**src/rtl/bounded_substring_search_assert.svh**
```systemverilog
// Assertion macros shared by the bounded substring search RTL.
// Included by the modules that carry concurrent checks; no other dependencies.
// Every module that uses these macros has ports named clk and arst_n.
`ifndef BOUNDED_SUBSTRING_SEARCH_ASSERT_SVH
`define BOUNDED_SUBSTRING_SEARCH_ASSERT_SVH

`ifndef SYNTHESIS
// A check that is switched off while reset is asserted.
`define BSS_ASSERT(label, prop) \
	label: assert property (@(posedge clk) disable iff (!arst_n) prop) \
		else $error("%m: check failed");
// A check that must also hold on every clock edge during reset.
`define BSS_ASSERT_ALWAYS(label, prop) \
	label: assert property (@(posedge clk) prop) \
		else $error("%m: check failed");
`else
`define BSS_ASSERT(label, prop)
`define BSS_ASSERT_ALWAYS(label, prop)
`endif

`endif

```
**src/rtl/bss_pkg.sv**
```systemverilog
// Package for the bounded substring search: register codes, queue sizing,
// the queue entry types and the needle byte selection function. No dependencies.
package bss_pkg;

	// Default sizing handed to the top-level parameters.
	localparam int DEF_MAX_NEEDLE = 16;
	localparam int DEF_POS_WIDTH  = 16;

	// Configuration port geometry.
	localparam int CFG_IDX_W  = 2;
	localparam int CFG_DATA_W = 64;

	// Index width of the needle byte selector (covers up to 128 bytes).
	localparam int NB_IDX_W = 7;

	// Queue between the front and the back; the depth is a power of two.
	localparam int QUEUE_DEPTH = 4;
	localparam int QUEUE_PTR_W = $clog2(QUEUE_DEPTH);

	// Register indexes of the configuration port.
	typedef enum logic [CFG_IDX_W-1:0] {
		REG_NEEDLE_LEN   = 2'd0,
		REG_NEEDLE_LO    = 2'd1,
		REG_NEEDLE_HI    = 2'd2,
		REG_SEARCH_LIMIT = 2'd3
	} bss_reg_t;

	// One classified haystack byte as it sits in the queue.
	typedef struct packed {
		logic [7:0] hay_byte;
		logic       first;
		logic       term;
	} bss_item_t;

	// Head of the queue as seen by the back.
	typedef struct packed {
		logic      valid;
		bss_item_t item;
	} bss_head_t;

	// Needle byte j; bytes at index 16 and above read as zero.
	function automatic logic [7:0] needle_byte(input logic [63:0] lo, input logic [63:0] hi,
		input logic [NB_IDX_W-1:0] j);
		logic [5:0] sel;
		sel = {j[2:0], 3'b000};
		if (j < NB_IDX_W'(8)) begin
			return lo[sel +: 8];
		end else if (j < NB_IDX_W'(16)) begin
			return hi[sel +: 8];
		end
		return 8'h00;
	endfunction

endpackage

```
**src/rtl/bss_in_if.sv**
```systemverilog
// Haystack input channel of the bounded substring search.
// Carries valid, ready and one haystack byte with its start flag; no dependencies.
interface bss_in_if;
	logic       valid;
	logic       ready;
	logic [7:0] hay_byte;
	logic       first;

	modport source(output valid, output hay_byte, output first, input ready);
	modport sink(input valid, input hay_byte, input first, output ready);
endinterface

```
**src/rtl/bss_out_if.sv**
```systemverilog
// Result channel of the bounded substring search.
// Carries valid, ready and the search status; its default width comes from bss_pkg.
interface bss_out_if #(
	parameter int POS_WIDTH = bss_pkg::DEF_POS_WIDTH
);
	logic                 valid;
	logic                 ready;
	logic                 finished;
	logic                 found;
	logic [POS_WIDTH-1:0] match_pos;

	modport source(output valid, output finished, output found, output match_pos, input ready);
	modport sink(input valid, input finished, input found, input match_pos, output ready);
endinterface

```
**src/rtl/bss_cfg.sv**
```systemverilog
// Configuration registers of the bounded substring search and the values derived
// from them: effective needle length, reversed needle pattern, compare mask, limit.
// Depends on bss_pkg.
module bss_cfg #(
	parameter int MAX_NEEDLE = bss_pkg::DEF_MAX_NEEDLE,
	parameter int POS_WIDTH  = bss_pkg::DEF_POS_WIDTH
) (
	input  logic                                clk,
	input  logic                                arst_n,
	input  logic                                cfg_wen,
	input  logic [bss_pkg::CFG_IDX_W-1:0]       cfg_index,
	input  logic [bss_pkg::CFG_DATA_W-1:0]      cfg_data,
	output logic [$clog2(MAX_NEEDLE+1)-1:0]     eff_len,
	output logic [MAX_NEEDLE-1:0][7:0]          pattern,
	output logic [MAX_NEEDLE-1:0]               mask,
	output logic [POS_WIDTH-1:0]                limit
);
	import bss_pkg::*;

	localparam int LEN_W = $clog2(MAX_NEEDLE + 1);
	localparam int NL_W  = (LEN_W > 5) ? LEN_W : 5;

	logic [4:0]              needle_len_q;
	logic [63:0]             needle_lo_q;
	logic [63:0]             needle_hi_q;
	logic [15:0]             search_limit_q;

	logic [NL_W-1:0]         nl_ext;
	logic [LEN_W-1:0]        n_clamp;
	logic [LEN_W-1:0]        eff_c;
	logic [MAX_NEEDLE-1:0][7:0] pat_c;
	logic [MAX_NEEDLE-1:0]   mask_c;

	logic [LEN_W-1:0]        eff_len_q;
	logic [MAX_NEEDLE-1:0][7:0] pattern_q;
	logic [MAX_NEEDLE-1:0]   mask_q;
	logic [POS_WIDTH-1:0]    limit_q;

	// Register writes from the configuration port.
	always_ff @(posedge clk or negedge arst_n) begin
		if (!arst_n) begin
			needle_len_q   <= '0;
			needle_lo_q    <= '0;
			needle_hi_q    <= '0;
			search_limit_q <= '0;
		end else if (cfg_wen) begin
			case (bss_reg_t'(cfg_index))
				REG_NEEDLE_LEN:   needle_len_q   <= cfg_data[4:0];
				REG_NEEDLE_LO:    needle_lo_q    <= cfg_data;
				REG_NEEDLE_HI:    needle_hi_q    <= cfg_data;
				REG_SEARCH_LIMIT: search_limit_q <= cfg_data[15:0];
				default: begin
				end
			endcase
		end
	end

	// Length saturated to the window depth.
	assign nl_ext = NL_W'(needle_len_q);

	always_comb begin
		if (nl_ext > NL_W'(MAX_NEEDLE)) begin
			n_clamp = LEN_W'(MAX_NEEDLE);
		end else begin
			n_clamp = LEN_W'(nl_ext);
		end
	end

	// The needle is a zero-terminated string: cut it at its first zero byte.
	always_comb begin
		eff_c = n_clamp;
		for (int j = MAX_NEEDLE - 1; j >= 0; j--) begin
			if ((LEN_W'(j) < n_clamp) &&
				(needle_byte(needle_lo_q, needle_hi_q, NB_IDX_W'(j)) == 8'h00)) begin
				eff_c = LEN_W'(j);
			end
		end
	end

	// Window slot k holds the byte that must equal needle byte eff_len-1-k.
	always_comb begin
		logic [LEN_W-1:0] idx;
		idx = '0;
		for (int k = 0; k < MAX_NEEDLE; k++) begin
			if (LEN_W'(k) < eff_c) begin
				idx       = eff_c - LEN_W'(k) - LEN_W'(1);
				pat_c[k]  = needle_byte(needle_lo_q, needle_hi_q, NB_IDX_W'(idx));
				mask_c[k] = 1'b1;
			end else begin
				pat_c[k]  = 8'h00;
				mask_c[k] = 1'b0;
			end
		end
	end

	// Derived values are registered from the configuration registers.
	always_ff @(posedge clk or negedge arst_n) begin
		if (!arst_n) begin
			eff_len_q <= '0;
			pattern_q <= '0;
			mask_q    <= '0;
			limit_q   <= '0;
		end else begin
			eff_len_q <= eff_c;
			pattern_q <= pat_c;
			mask_q    <= mask_c;
			limit_q   <= POS_WIDTH'(search_limit_q);
		end
	end

	assign eff_len = eff_len_q;
	assign pattern = pattern_q;
	assign mask    = mask_q;
	assign limit   = limit_q;

endmodule

```
**src/rtl/bss_front.sv**
```systemverilog
// Front of the bounded substring search: accepts haystack transactions, marks
// terminator bytes and holds them in a short queue for the back. Depends on bss_pkg.
module bss_front (
	input  logic               clk,
	input  logic               arst_n,
	bss_in_if.sink             hay,
	output bss_pkg::bss_head_t head,
	input  logic               pop
);
	import bss_pkg::*;

	`include "bounded_substring_search_assert.svh"

	localparam int CNT_W = QUEUE_PTR_W + 1;

	bss_item_t              mem_q [QUEUE_DEPTH];
	logic [QUEUE_PTR_W-1:0] wr_ptr_q;
	logic [QUEUE_PTR_W-1:0] rd_ptr_q;
	logic [CNT_W-1:0]       count_q;
	logic [CNT_W-1:0]       count_d;
	logic                   push;
	bss_item_t              item_c;

	// Accept while the queue has room.
	assign hay.ready = (count_q != CNT_W'(QUEUE_DEPTH));
	assign push      = hay.valid && hay.ready;

	// Classify the incoming byte.
	always_comb begin
		item_c.hay_byte = hay.hay_byte;
		item_c.first    = hay.first;
		item_c.term     = (hay.hay_byte == 8'h00);
	end

	// Queue storage; entries need no reset.
	always_ff @(posedge clk) begin
		if (push) begin
			mem_q[wr_ptr_q] <= item_c;
		end
	end

	// Next fill count.
	assign count_d = count_q + CNT_W'(push) - CNT_W'(pop);

	// Queue pointers and fill count.
	always_ff @(posedge clk or negedge arst_n) begin
		if (!arst_n) begin
			wr_ptr_q <= '0;
			rd_ptr_q <= '0;
			count_q  <= '0;
		end else begin
			if (push) begin
				wr_ptr_q <= wr_ptr_q + QUEUE_PTR_W'(1);
			end
			if (pop) begin
				rd_ptr_q <= rd_ptr_q + QUEUE_PTR_W'(1);
			end
			count_q <= count_d;
		end
	end

	assign head.valid = (count_q != '0);
	assign head.item  = mem_q[rd_ptr_q];

	`BSS_ASSERT(a_queue_bound, count_q <= CNT_W'(QUEUE_DEPTH))
	`BSS_ASSERT(a_no_underflow, pop |-> (count_q != '0))
	`BSS_ASSERT(a_count_tracks, $past(arst_n) |-> (count_q == $past(count_d)))

endmodule

```
**src/rtl/bss_back.sv**
```systemverilog
// Back of the bounded substring search: the window shift register, byte counter
// and search status, with the result output register. Depends on bss_pkg.
module bss_back #(
	parameter int MAX_NEEDLE = bss_pkg::DEF_MAX_NEEDLE,
	parameter int POS_WIDTH  = bss_pkg::DEF_POS_WIDTH
) (
	input  logic                            clk,
	input  logic                            arst_n,
	input  bss_pkg::bss_head_t              head,
	output logic                            pop,
	input  logic [$clog2(MAX_NEEDLE+1)-1:0] eff_len,
	input  logic [MAX_NEEDLE-1:0][7:0]      pattern,
	input  logic [MAX_NEEDLE-1:0]           mask,
	input  logic [POS_WIDTH-1:0]            limit,
	bss_out_if.source                       result
);
	import bss_pkg::*;

	`include "bounded_substring_search_assert.svh"

	logic [MAX_NEEDLE-1:0][7:0] win_q;
	logic [POS_WIDTH-1:0]       cnt_q;
	logic                       done_q;
	logic                       hit_q;
	logic [POS_WIDTH-1:0]       pos_q;

	logic                       out_valid_q;
	logic                       fin_q;
	logic                       found_q;
	logic [POS_WIDTH-1:0]       match_pos_q;

	logic                       fire;
	logic [MAX_NEEDLE-1:0][7:0] win_base;
	logic [MAX_NEEDLE-1:0][7:0] win_new;
	logic [MAX_NEEDLE-1:0]      slot_ok;
	logic                       match;
	logic [POS_WIDTH-1:0]       cnt_base;
	logic [POS_WIDTH-1:0]       cnt_inc;
	logic [POS_WIDTH-1:0]       len_ext;
	logic                       empty_start;

	logic [MAX_NEEDLE-1:0][7:0] win_d;
	logic [POS_WIDTH-1:0]       cnt_d;
	logic                       done_d;
	logic                       hit_d;
	logic [POS_WIDTH-1:0]       pos_d;

	// Take the queue head whenever the output register is free or being drained.
	assign fire = head.valid && (!out_valid_q || result.ready);
	assign pop  = fire;

	// A first byte starts from a cleared window and a zero count.
	always_comb begin
		for (int k = 0; k < MAX_NEEDLE; k++) begin
			win_base[k] = head.item.first ? 8'h00 : win_q[k];
		end
		win_new[0] = head.item.hay_byte;
		for (int k = 1; k < MAX_NEEDLE; k++) begin
			win_new[k] = win_base[k-1];
		end
	end

	assign cnt_base = head.item.first ? '0 : cnt_q;
	assign cnt_inc  = cnt_base + POS_WIDTH'(1);
	assign len_ext  = POS_WIDTH'(eff_len);

	// Parallel compare of the shifted window against the reversed needle.
	always_comb begin
		for (int k = 0; k < MAX_NEEDLE; k++) begin
			slot_ok[k] = !mask[k] || (win_new[k] == pattern[k]);
		end
	end
	assign match = &slot_ok;

	// Next search state for the byte at the queue head.
	always_comb begin
		win_d  = win_base;
		cnt_d  = cnt_base;
		done_d = head.item.first ? 1'b0 : done_q;
		hit_d  = head.item.first ? 1'b0 : hit_q;
		pos_d  = head.item.first ? '0 : pos_q;
		if (head.item.first) begin
			if (eff_len == '0) begin
				done_d = 1'b1;
				hit_d  = 1'b1;
			end else if (len_ext > limit) begin
				done_d = 1'b1;
			end
		end
		if (!done_d) begin
			if (head.item.term) begin
				done_d = 1'b1;
				hit_d  = 1'b0;
				pos_d  = '0;
			end else begin
				win_d = win_new;
				cnt_d = cnt_inc;
				if ((cnt_inc >= len_ext) && match) begin
					done_d = 1'b1;
					hit_d  = 1'b1;
					pos_d  = cnt_inc - len_ext;
				end else if (cnt_inc >= limit) begin
					done_d = 1'b1;
				end
			end
		end
	end

	// Search state advances once per transaction.
	always_ff @(posedge clk or negedge arst_n) begin
		if (!arst_n) begin
			win_q  <= '0;
			cnt_q  <= '0;
			done_q <= 1'b1;
			hit_q  <= 1'b0;
			pos_q  <= '0;
		end else if (fire) begin
			win_q  <= win_d;
			cnt_q  <= cnt_d;
			done_q <= done_d;
			hit_q  <= hit_d;
			pos_q  <= pos_d;
		end
	end

	// Output register valid flag.
	always_ff @(posedge clk or negedge arst_n) begin
		if (!arst_n) begin
			out_valid_q <= 1'b0;
		end else if (fire) begin
			out_valid_q <= 1'b1;
		end else if (result.ready) begin
			out_valid_q <= 1'b0;
		end
	end

	// Output payload; only meaningful while the valid flag is set.
	always_ff @(posedge clk) begin
		if (fire) begin
			fin_q       <= done_d;
			found_q     <= done_d && hit_d;
			match_pos_q <= done_d ? pos_d : '0;
		end
	end

	assign result.valid     = out_valid_q;
	assign result.finished  = fin_q;
	assign result.found     = found_q;
	assign result.match_pos = match_pos_q;

	// A search that opens with an empty needle.
	assign empty_start = fire && head.item.first && (eff_len == '0);

	`BSS_ASSERT_ALWAYS(a_found_is_finished, out_valid_q |-> (!found_q || fin_q))
	`BSS_ASSERT(a_pos_needs_found, (out_valid_q && (match_pos_q != '0)) |-> found_q)
	`BSS_ASSERT(a_empty_needle, empty_start |=> (found_q && (match_pos_q == '0)))

endmodule

```
**src/rtl/bounded_substring_search.sv**
```systemverilog
// Bounded substring search top level: configuration registers, front queue, back.
// Depends on bss_pkg, bss_in_if, bss_out_if, bss_cfg, bss_front and bss_back.
//
// Usage:
//   The needle, its length and the search limit are written through the plain
//   write port (cfg_wen, cfg_index, cfg_data) while no search is in flight.
//   Haystack bytes arrive on the hay channel, one per transaction; the byte
//   flagged first opens a new search at index 0, and a zero byte ends it.
//   Every hay transaction yields exactly one transaction on the result channel:
//   finished, found and match_pos describe the search after that byte.
//   Once a search has ended, further bytes repeat its result until the next
//   first flag.
//   Each accepted hay byte passes through the queue and then the output
//   register before result valid rises; the window compare is combinational.
//   Throughput is one byte per cycle while the result receiver keeps up.
//   A four-entry queue separates the front from the back. When the result
//   receiver stalls, the output register holds its transaction, the queue
//   fills and hay.ready drops once it is full.
//   Reset clears the configuration, empties the queue, drops result valid and
//   leaves no search active.
module bounded_substring_search #(
	parameter int MAX_NEEDLE = bss_pkg::DEF_MAX_NEEDLE,
	parameter int POS_WIDTH  = bss_pkg::DEF_POS_WIDTH
) (
	input  logic                           clk,
	input  logic                           arst_n,
	input  logic                           cfg_wen,
	input  logic [bss_pkg::CFG_IDX_W-1:0]  cfg_index,
	input  logic [bss_pkg::CFG_DATA_W-1:0] cfg_data,
	bss_in_if.sink                         hay,
	bss_out_if.source                      result
);
	import bss_pkg::*;

	localparam int LEN_W = $clog2(MAX_NEEDLE + 1);

	bss_head_t                  head;
	logic                       pop;
	logic [LEN_W-1:0]           eff_len;
	logic [MAX_NEEDLE-1:0][7:0] pattern;
	logic [MAX_NEEDLE-1:0]      mask;
	logic [POS_WIDTH-1:0]       limit;

	// Configuration registers and derived compare values.
	bss_cfg #(
		.MAX_NEEDLE(MAX_NEEDLE),
		.POS_WIDTH (POS_WIDTH)
	) u_cfg (
		.clk      (clk),
		.arst_n   (arst_n),
		.cfg_wen  (cfg_wen),
		.cfg_index(cfg_index),
		.cfg_data (cfg_data),
		.eff_len  (eff_len),
		.pattern  (pattern),
		.mask     (mask),
		.limit    (limit)
	);

	// Accept and classify haystack bytes into the queue.
	bss_front u_front (
		.clk   (clk),
		.arst_n(arst_n),
		.hay   (hay),
		.head  (head),
		.pop   (pop)
	);

	// Run the search and present results.
	bss_back #(
		.MAX_NEEDLE(MAX_NEEDLE),
		.POS_WIDTH (POS_WIDTH)
	) u_back (
		.clk    (clk),
		.arst_n (arst_n),
		.head   (head),
		.pop    (pop),
		.eff_len(eff_len),
		.pattern(pattern),
		.mask   (mask),
		.limit  (limit),
		.result (result)
	);

endmodule

```
**src/flat_wrapper.sv**
```systemverilog
// flat-port wrapper written by rule: the top's interface ports become plain ports
module bounded_substring_search_flat import bss_pkg::*;
#(
	parameter int MAX_NEEDLE = bss_pkg::DEF_MAX_NEEDLE,
	parameter int POS_WIDTH  = bss_pkg::DEF_POS_WIDTH
)
  (clk, arst_n, cfg_wen, cfg_index, cfg_data, hay_valid, hay_hay_byte, hay_first, hay_ready, result_valid, result_finished, result_found, result_match_pos, result_ready);
  bss_in_if hay_i ();
  bss_out_if #(.POS_WIDTH(POS_WIDTH)) result_i ();
  input  logic clk;
  input  logic arst_n;
  input  logic cfg_wen;
  input  logic [bss_pkg::CFG_IDX_W-1:0] cfg_index;
  input  logic [bss_pkg::CFG_DATA_W-1:0] cfg_data;
  input wire logic [$bits(hay_i.valid)-1:0] hay_valid;
  input wire logic [$bits(hay_i.hay_byte)-1:0] hay_hay_byte;
  input wire logic [$bits(hay_i.first)-1:0] hay_first;
  output wire logic [$bits(hay_i.ready)-1:0] hay_ready;
  output wire logic [$bits(result_i.valid)-1:0] result_valid;
  output wire logic [$bits(result_i.finished)-1:0] result_finished;
  output wire logic [$bits(result_i.found)-1:0] result_found;
  output wire logic [$bits(result_i.match_pos)-1:0] result_match_pos;
  input wire logic [$bits(result_i.ready)-1:0] result_ready;
  assign hay_i.valid = hay_valid;
  assign hay_i.hay_byte = hay_hay_byte;
  assign hay_i.first = hay_first;
  assign hay_ready = hay_i.ready;
  assign result_valid = result_i.valid;
  assign result_finished = result_i.finished;
  assign result_found = result_i.found;
  assign result_match_pos = result_i.match_pos;
  assign result_i.ready = result_ready;
  bounded_substring_search #(.MAX_NEEDLE(MAX_NEEDLE), .POS_WIDTH(POS_WIDTH)) u_core (.clk(clk), .arst_n(arst_n), .cfg_wen(cfg_wen), .cfg_index(cfg_index), .cfg_data(cfg_data), .hay(hay_i), .result(result_i));
endmodule
```
**config.mk**
```make
export PLATFORM = sky130hd
export DESIGN_NAME = bounded_substring_search_flat
export DESIGN_NICKNAME = d
export VERILOG_FILES = /design/src/rtl/bss_pkg.sv /design/src/rtl/bss_in_if.sv /design/src/rtl/bss_out_if.sv /design/src/rtl/bss_cfg.sv /design/src/rtl/bss_front.sv /design/src/rtl/bss_back.sv /design/src/rtl/bounded_substring_search.sv /design/src/flat_wrapper.sv
export VERILOG_INCLUDE_DIRS = /design/src /design/src/rtl
export SDC_FILE = /design/constraint.sdc
export NUM_CORES = 2
export LEC_CHECK = 0
export ABC_CLOCK_PERIOD_IN_PS = 5150
export CAP_MARGIN = 20
export CORE_AREA = 3 3 305 532
export DETAILED_ROUTE_END_ITERATION = 8
export DIE_AREA = 0 0 308 535
export DONT_BUFFER_PORTS = 1
export GPL_TIMING_DRIVEN = 0
export HOLD_SLACK_MARGIN = 0.15
export PLACE_DENSITY = 0.44
export SLEW_MARGIN = 20
export SYNTH_ARGS = -nofsm -noshare
export SYNTH_HDL_FRONTEND = slang
export SYNTH_SLANG_ARGS = --single-unit
```
**constraint.sdc**
```tcl
create_clock -name clk -period 5.15 [get_ports clk]
set_clock_uncertainty 0.1 [all_clocks]
set_input_delay 1.03 -clock clk [delete_from_list [all_inputs] [get_ports clk]]
set_output_delay 1.03 -clock clk [all_outputs]
set_load 0.05 [all_outputs]
```
Word level (Yosys, flattened, before mapping)
Memories as Yosys holds them, arrays and structs flattened.
Cells that the tools add are included.
{"block": "word_totals", "output_inout_bits": 20, "reg_bits": 502, "mem_bits_rw": 40, "mem_count": 1, "word_cells": 475, "inputBits": 80}
{"block": "classes", "muxes": 188, "reduce_logical": 80, "n_eq_ne": 20, "order_cmp": 68, "shifts": 32, "n_addsub": 36}
{"name": "u_core.u_front.mem_q", "depth": 4, "width": 10, "rd": 1, "rd_clocked_by_memory_dff": 0, "wr": 1, "line": "bss_front.sv:16", "text": "bss_item_t mem_q [QUEUE_DEPTH];"}
{"cell": "variable part select 64 x 7 -> 8 bit", "n": 32}
{"cell": "two-way mux 8 bit", "n": 80}
{"cell": "two-way mux 128 bit", "n": 2}
{"cell": "logical NOT 8 bit", "n": 17}
{"cell": "equality test 8 bit", "n": 16}
{"cell": "two-way mux 16 bit", "n": 7}
{"cell": "two-way mux 5 bit", "n": 17}
{"cell": "two-way mux 1 bit", "n": 82}
{"cell": "< comparator 4 x 5 -> 1 bit, first input constant", "n": 16}
{"cell": "< comparator 5 x 4 -> 1 bit, second input constant", "n": 16}
{"cell": "< comparator 5 bit, second input constant", "n": 16}
{"cell": "subtractor 5 x 1 -> 5 bit, second input constant", "n": 16}
{"cell": "< comparator 3 x 5 -> 1 bit, first input constant", "n": 8}
{"cell": "subtractor 5 x 4 -> 5 bit, second input constant", "n": 8}
{"cell": "logical AND 1 bit", "n": 20}
{"cell": "< comparator 1 x 5 -> 1 bit, first input constant", "n": 4}
{"cell": "< comparator 2 x 5 -> 1 bit, first input constant", "n": 4}
{"cell": "subtractor 5 x 3 -> 5 bit, second input constant", "n": 4}
{"cell": "logical NOT 1 bit", "n": 17}
{"cell": "logical OR 1 bit", "n": 17}
{"cell": "adder 16 x 1 -> 16 bit, second input constant", "n": 1}
{"cell": ">= comparator 16 bit", "n": 1}
{"cell": ">= comparator 16 x 5 -> 1 bit", "n": 1}
{"cell": "greater-than comparator 5 x 16 -> 1 bit", "n": 1}
{"cell": "15 further kinds", "n": 21}

Logic depth before layout (Yosys ltp)
{"block": "logic_depth", "word_depth": 28, "mapped_depth": 25}

By module
A second synthesis with hierarchy kept.
{"block": "unflattened", "hier_cells": 4780, "area_unflattened_um2": 41243.3}
{"module": "bss_cfg", "cells_each": 3235, "area_per_inst_um2": 27162.3, "n_inst": 1, "seq_area_each_um2": 7832.5}
{"module": "bss_back", "cells_each": 1450, "area_per_inst_um2": 12160.4, "n_inst": 1, "seq_area_each_um2": 4420.5}
{"module": "bss_front", "cells_each": 95, "area_per_inst_um2": 1920.6, "n_inst": 1, "seq_area_each_um2": 1376.3}

Least setup slack after synthesis
No wires, ideal clock.
{"block": "synth_path", "kind": "reg2reg", "start": "reg u_core.u_cfg.needle_lo_q[49]", "end": "reg u_core.u_cfg.pattern_q (netlist bit u_core.u_cfg.pattern[13])", "setup_ns": 0.122, "synth_period_minus_slack_ns": 5.413, "path_buffers": 9, "required_time_ns": 4.928, "path_slack_ns": -0.263, "t_arrival_ns": 5.192, "stages_incl_launch_ff": 24, "cell_sequence": "dfrtp_1 or4_4 a211oi_4 a221oi_1 or2_1 buf_2 o21ai_4 buf_4 buf_4 buf_2 buf_2 buf_2 ha_1 clkbuf_1 nand2_1 and3_4 or2_1 buf_6 o22a_2 nor2_4 buf_2 mux2_2 o211ai_1 o2bb2ai_1"}
{"element": "start, declared", "line": "bss_cfg.sv:24", "text": "logic [63:0] needle_lo_q;"}
{"element": "start signal, assigned", "line": "bss_cfg.sv:49", "text": "REG_NEEDLE_LO: needle_lo_q <= cfg_data;"}
{"element": "end signal, assigned", "line": "bss_cfg.sv:105", "text": "pattern_q <= pat_c;"}
{"element": "end, declared", "line": "bss_cfg.sv:35", "text": "logic [MAX_NEEDLE-1:0][7:0] pattern_q;"}

==> summary.md <==
| Metric | Value |
|---|---|
| Final net count | `~4600` |
| Root Driver | `clkbuf_16` |
| Power Total | `between 40 and 50 mW` |
| Ys flop type | `dfrtp_1` |
| Syn Nets | `4168` |
| Failing checks | `setup timing` |
| Core box area | `0.158 sq mm` |
| Syn Std Cell Area | `0.0394 sq mm` |
| Power per cell area | `788 mW/mm^2` |
| Sequential share of the synthesized area | `34.6%` |
| P&R area growth vs syn | `37.8%` |
| Crit-path max cell delay | `0.72 ns` |
| Area after DPL | `~0.043 sq mm` |
| Compound-Gate Fraction of Synth Area | `18.5%` |
| Final design utilization | `34.3%` |
| Worst vdd ir | `0.299 mV` |
| XOR/XNOR share of the synthesized area | `2.56%` |
| Pin count of the biggest net entering global routing | `approximately 480` |
| Synthesized area per cell | `9.77 sq um` |
| Worst Path Required | `around 5.6 ns` |
| DP HPWL | `~230000 um` |
| Largest family of logic cells by synthesized area | `multiplexers` |
| Worst-Skew Late Latency | `between 0.6 and 0.7 ns` |
| Vert. Die Dim | `535 um` |
| DR WL/cell | `47.0 um` |
| Hold Path Class | `input port to async pin` |
| Floorplan row count | `193` |
| CTS tree | `built` |
| R2r startpoint | `u_core.u_cfg.needle_lo_q[48]` |
| Layout cells sized above 1 | `36.1%` |
| Slew Limit Fails | `0` |
| Final Hold Fails | `0` |
| Post-route DRC | `0` |
| Drt via density | `approximately 6.2` |
| Flops & latches, synth | `533` |
| Routed wire length | `309000 um` |
| Fin crit share | `111%` |
| Drt pass-1 iters | `6` |
| GPL Wtd Cong | `1.04` |
| Leakage | `21.3 nW` |
| FMAX | `175 MHz` |
| Max FO, Critical Path | `4` |
| CTS Buffer Depth | `3` |
| Crit. Startpoint | `u_core.u_cfg.needle_lo_q[48]` |
| Cell count after synthesis | `4037` |
| Max_cap viols | `0` |
| Syn. warnings | `0` |
| Status | `finished with violations` |
| Area of the die | `around 0.16 sq mm` |
| Initial drt markers | `4266` |
| Slowest stage cell on the critical path | `or4_4` |
| Post-route cell area | `0.0544 sq mm` |
| Worst Slack Setup Final | `-0.574 ns` |
| Crit path cell chain | `or4_4, a211oi_4, buf_4, a221oi_4, or2_1, buf_6, o21ai_4, buf_12, buf_12, buf_16, ha_4, buf_6, nor3_4, or3_4, buf_6, o221a_4, or2_1, buf_6, buf_12, mux2i_4, a21oi_2, o2bb2ai_4` |
| Vias in the first global route | `approximately 40000` |
| Initial antenna violation count | `37` |
| Minimum clock period | `5.72 ns` |
| Setup crit start kind | `register` |
| Crit end category | `register` |
| DIE WIDTH | `308 um` |
| Post-Synth Simple-Gate Area | `between 10% and 20%` |
| RSZ-0062 raised after global routing | `yes` |
| CP arrival | `6.17 ns` |
| Detail Route Antenna Nets | `0` |
| Final setup fails | `54` |
| CTS H-tree lvls | `2` |
| Sink Count | `533` |
| Mux cell area share after synthesis | `24.2%` |
| Relative slew slack | `a little under 8%` |
| Total gr overflow | `0` |
| Most used cell, CP | `buf_6` |
| Count of input and output buffers | `0` |
| CP Class | `register to register` |
| Worst-path clk slew | `0.07 ns` |
| Initial core utilization | `24.9%` |
| Tot GR Track Use | `36.8%` |
| Boundary Pins | `100` |
| First-pass GRT wire length | `401000 um` |
| Vias | `40900` |
| Yosys cell types | `about 110` |
| Post-Synth Adder-Cell Area | `1.66%` |
| Synth async-reset ratio | `89.1%` |
| CTS buffer count | `55` |
| Worst-margin pin slew | `between 1 and 1.5 ns` |
| Post-synth EDFFs | `58` |
## layout by cell type (no fill, tap or decap), types with 41 or more instances in the layout
cell type,count
mux2i_1,466
dfrtp_1,440
nand2_1,313
buf_4,269
nor2_1,242
mux2_2,172
clkbuf_1,158
a22o_1,142
buf_6,98
mux4_2,95
buf_12,91
o22ai_1,88
a21oi_1,82
a31oi_1,82
xnor2_1,81
a211oi_1,75
clkbuf_16,70
nand3_1,65
o32ai_1,59
nor4bb_1,58
edfxtp_1,58
inv_1,46
mux2i_4,45
o22ai_2,42
buf_2,41
## through the flow
step | cells | setup TNS [ns] | setup WS (ns) | hold WS [ns]
2_1_floorplan | 4037 | -0.0428 | -0.0428 | 0.249
3_3_place_gp | 6084 | -810.73 | -7.79 | 0.254
3_5_place_dp | 6125 | -478.96 | -5.10 | 0.255
4_1_cts | 6453 | -16.82 | -0.420 | -0.0549
5_1_grt | 6554 | -16.28 | -0.531 | 0.278
6_report | 6581 | -15.80 | -0.574 | 0.226
## layout make-up
type / count / area [sq um]
Multi-Input combinational cell: 3010 / 28100
Clock buffer: 66 / 1470
Inverter: 59 / 251
Sequential cell: 533 / 13700
Clock inverter: 35 / 444
Antenna cell: 32 / 80.1
Buffer: 399 / 3420
Timing Repair Buffer: 400 / 4320
Tap cell: 2047 / 2560
Fill cell: 16100 / 104000
## critical path: cells and delay by family, from the launching register on
kind            cells  cell delay (ns)
compound gates      6             1.28
fa+ha+maj           1             0.21
buf+inv             9             1.33
flops               1             0.42
mux                 1             0.48
simple gates        5             1.70
## sequential cells by signal, summed over array words and instances, names as in the netlist
name	count
u_core.u_front.count_q	3
u_core.u_cfg.mask	15
u_core.u_back.result.valid	1
u_core.u_back.pos_q	16
u_core.u_front.wr_ptr_q	2
u_core.u_back.hit_q	1
u_core.u_cfg.eff_len	5
u_core.u_back.result.match_pos	16
u_core.u_back.win_q	120
u_core.u_cfg.pattern	128
u_core.u_cfg.needle_lo_q	64
u_core.u_front.mem_q	40
u_core.u_cfg.search_limit_q	16
u_core.u_back.cnt_q	16
u_core.u_back.done_q	1
u_core.u_cfg.needle_len_q	5
u_core.u_cfg.needle_hi_q	64
u_core.u_front.rd_ptr_q	2
u_core.u_cfg.limit	16
u_core.u_back.result.finished	1
u_core.u_back.result.found	1
## synthesized netlist by cell type (73+ instances only)
library cell | instances | area share, %
mux2i_1 | 537 | 14
dfrtp_1 | 474 | 30
nand2_1 | 330 | 3.1
nor2_1 | 302 | 2.9
clkbuf_1 | 259 | 2.5
mux2_2 | 178 | 5.1
o22ai_1 | 151 | 2.4
a22o_1 | 145 | 3.2
a21oi_1 | 135 | 1.7
a211oi_1 | 99 | 1.9
buf_2 | 99 | 1.3
mux4_2 | 95 | 5.4
xnor2_1 | 90 | 2.0
a31oi_1 | 86 | 1.4
nand3_1 | 73 | 0.93
## power breakdown
group	total, mW	internal [mW]	switching, mW
sequential	6.35	5.15	1.19
clock	4.35	2.37	1.98
combinational	32.1	11.9	20.2
total	42.8	19.4	23.4
## layer usage
layer	up-vias	part of all wire, %	GRT usage, %	wire [um]
li1	16200	-	-	-
met1	20900	31	35.2	95700
met2	2582	46	59.5	142000
met3	1259	7.6	9.51	23500
met4	8	16	43.9	48000
met5	-	0.016	0	51
## logic make-up after synthesis
group / Yosys count
mux: 811
flops: 533
buf+inv: 494
xor+xnor: 111
simple gates: 1032
compound gates: 1005
fa+ha+maj: 51
## path summary, 6_finish.rpt
kind / slack [ns] / to / depth (start not counted)
min in group clk: 0.27 / u_core.u_cfg.limit[14] / 0
worst max-delay path: -0.57 / u_core.u_cfg.pattern[10] / 22
worst min register to register: 0.27 / u_core.u_cfg.limit[14] / 0
max in group asynchronous: 2.62 / u_core.u_cfg.needle_lo_q[39] / 3
worst max register to register: -0.57 / u_core.u_cfg.pattern[10] / 22
worst min-delay path: 0.23 / u_core.u_cfg.search_limit_q[2] / 1
## timing repair
item / in CTS / in global routing
endpoints found under the setup margin: 235 / 154
gates cloned: 13 / 5
buffers inserted: 233 / 111
resized for setup: 1178 / 221
pin swaps: 223 / 151
hold endpoints to repair: 441 / 62
Note: power is estimated with default switching activity, not from simulation.
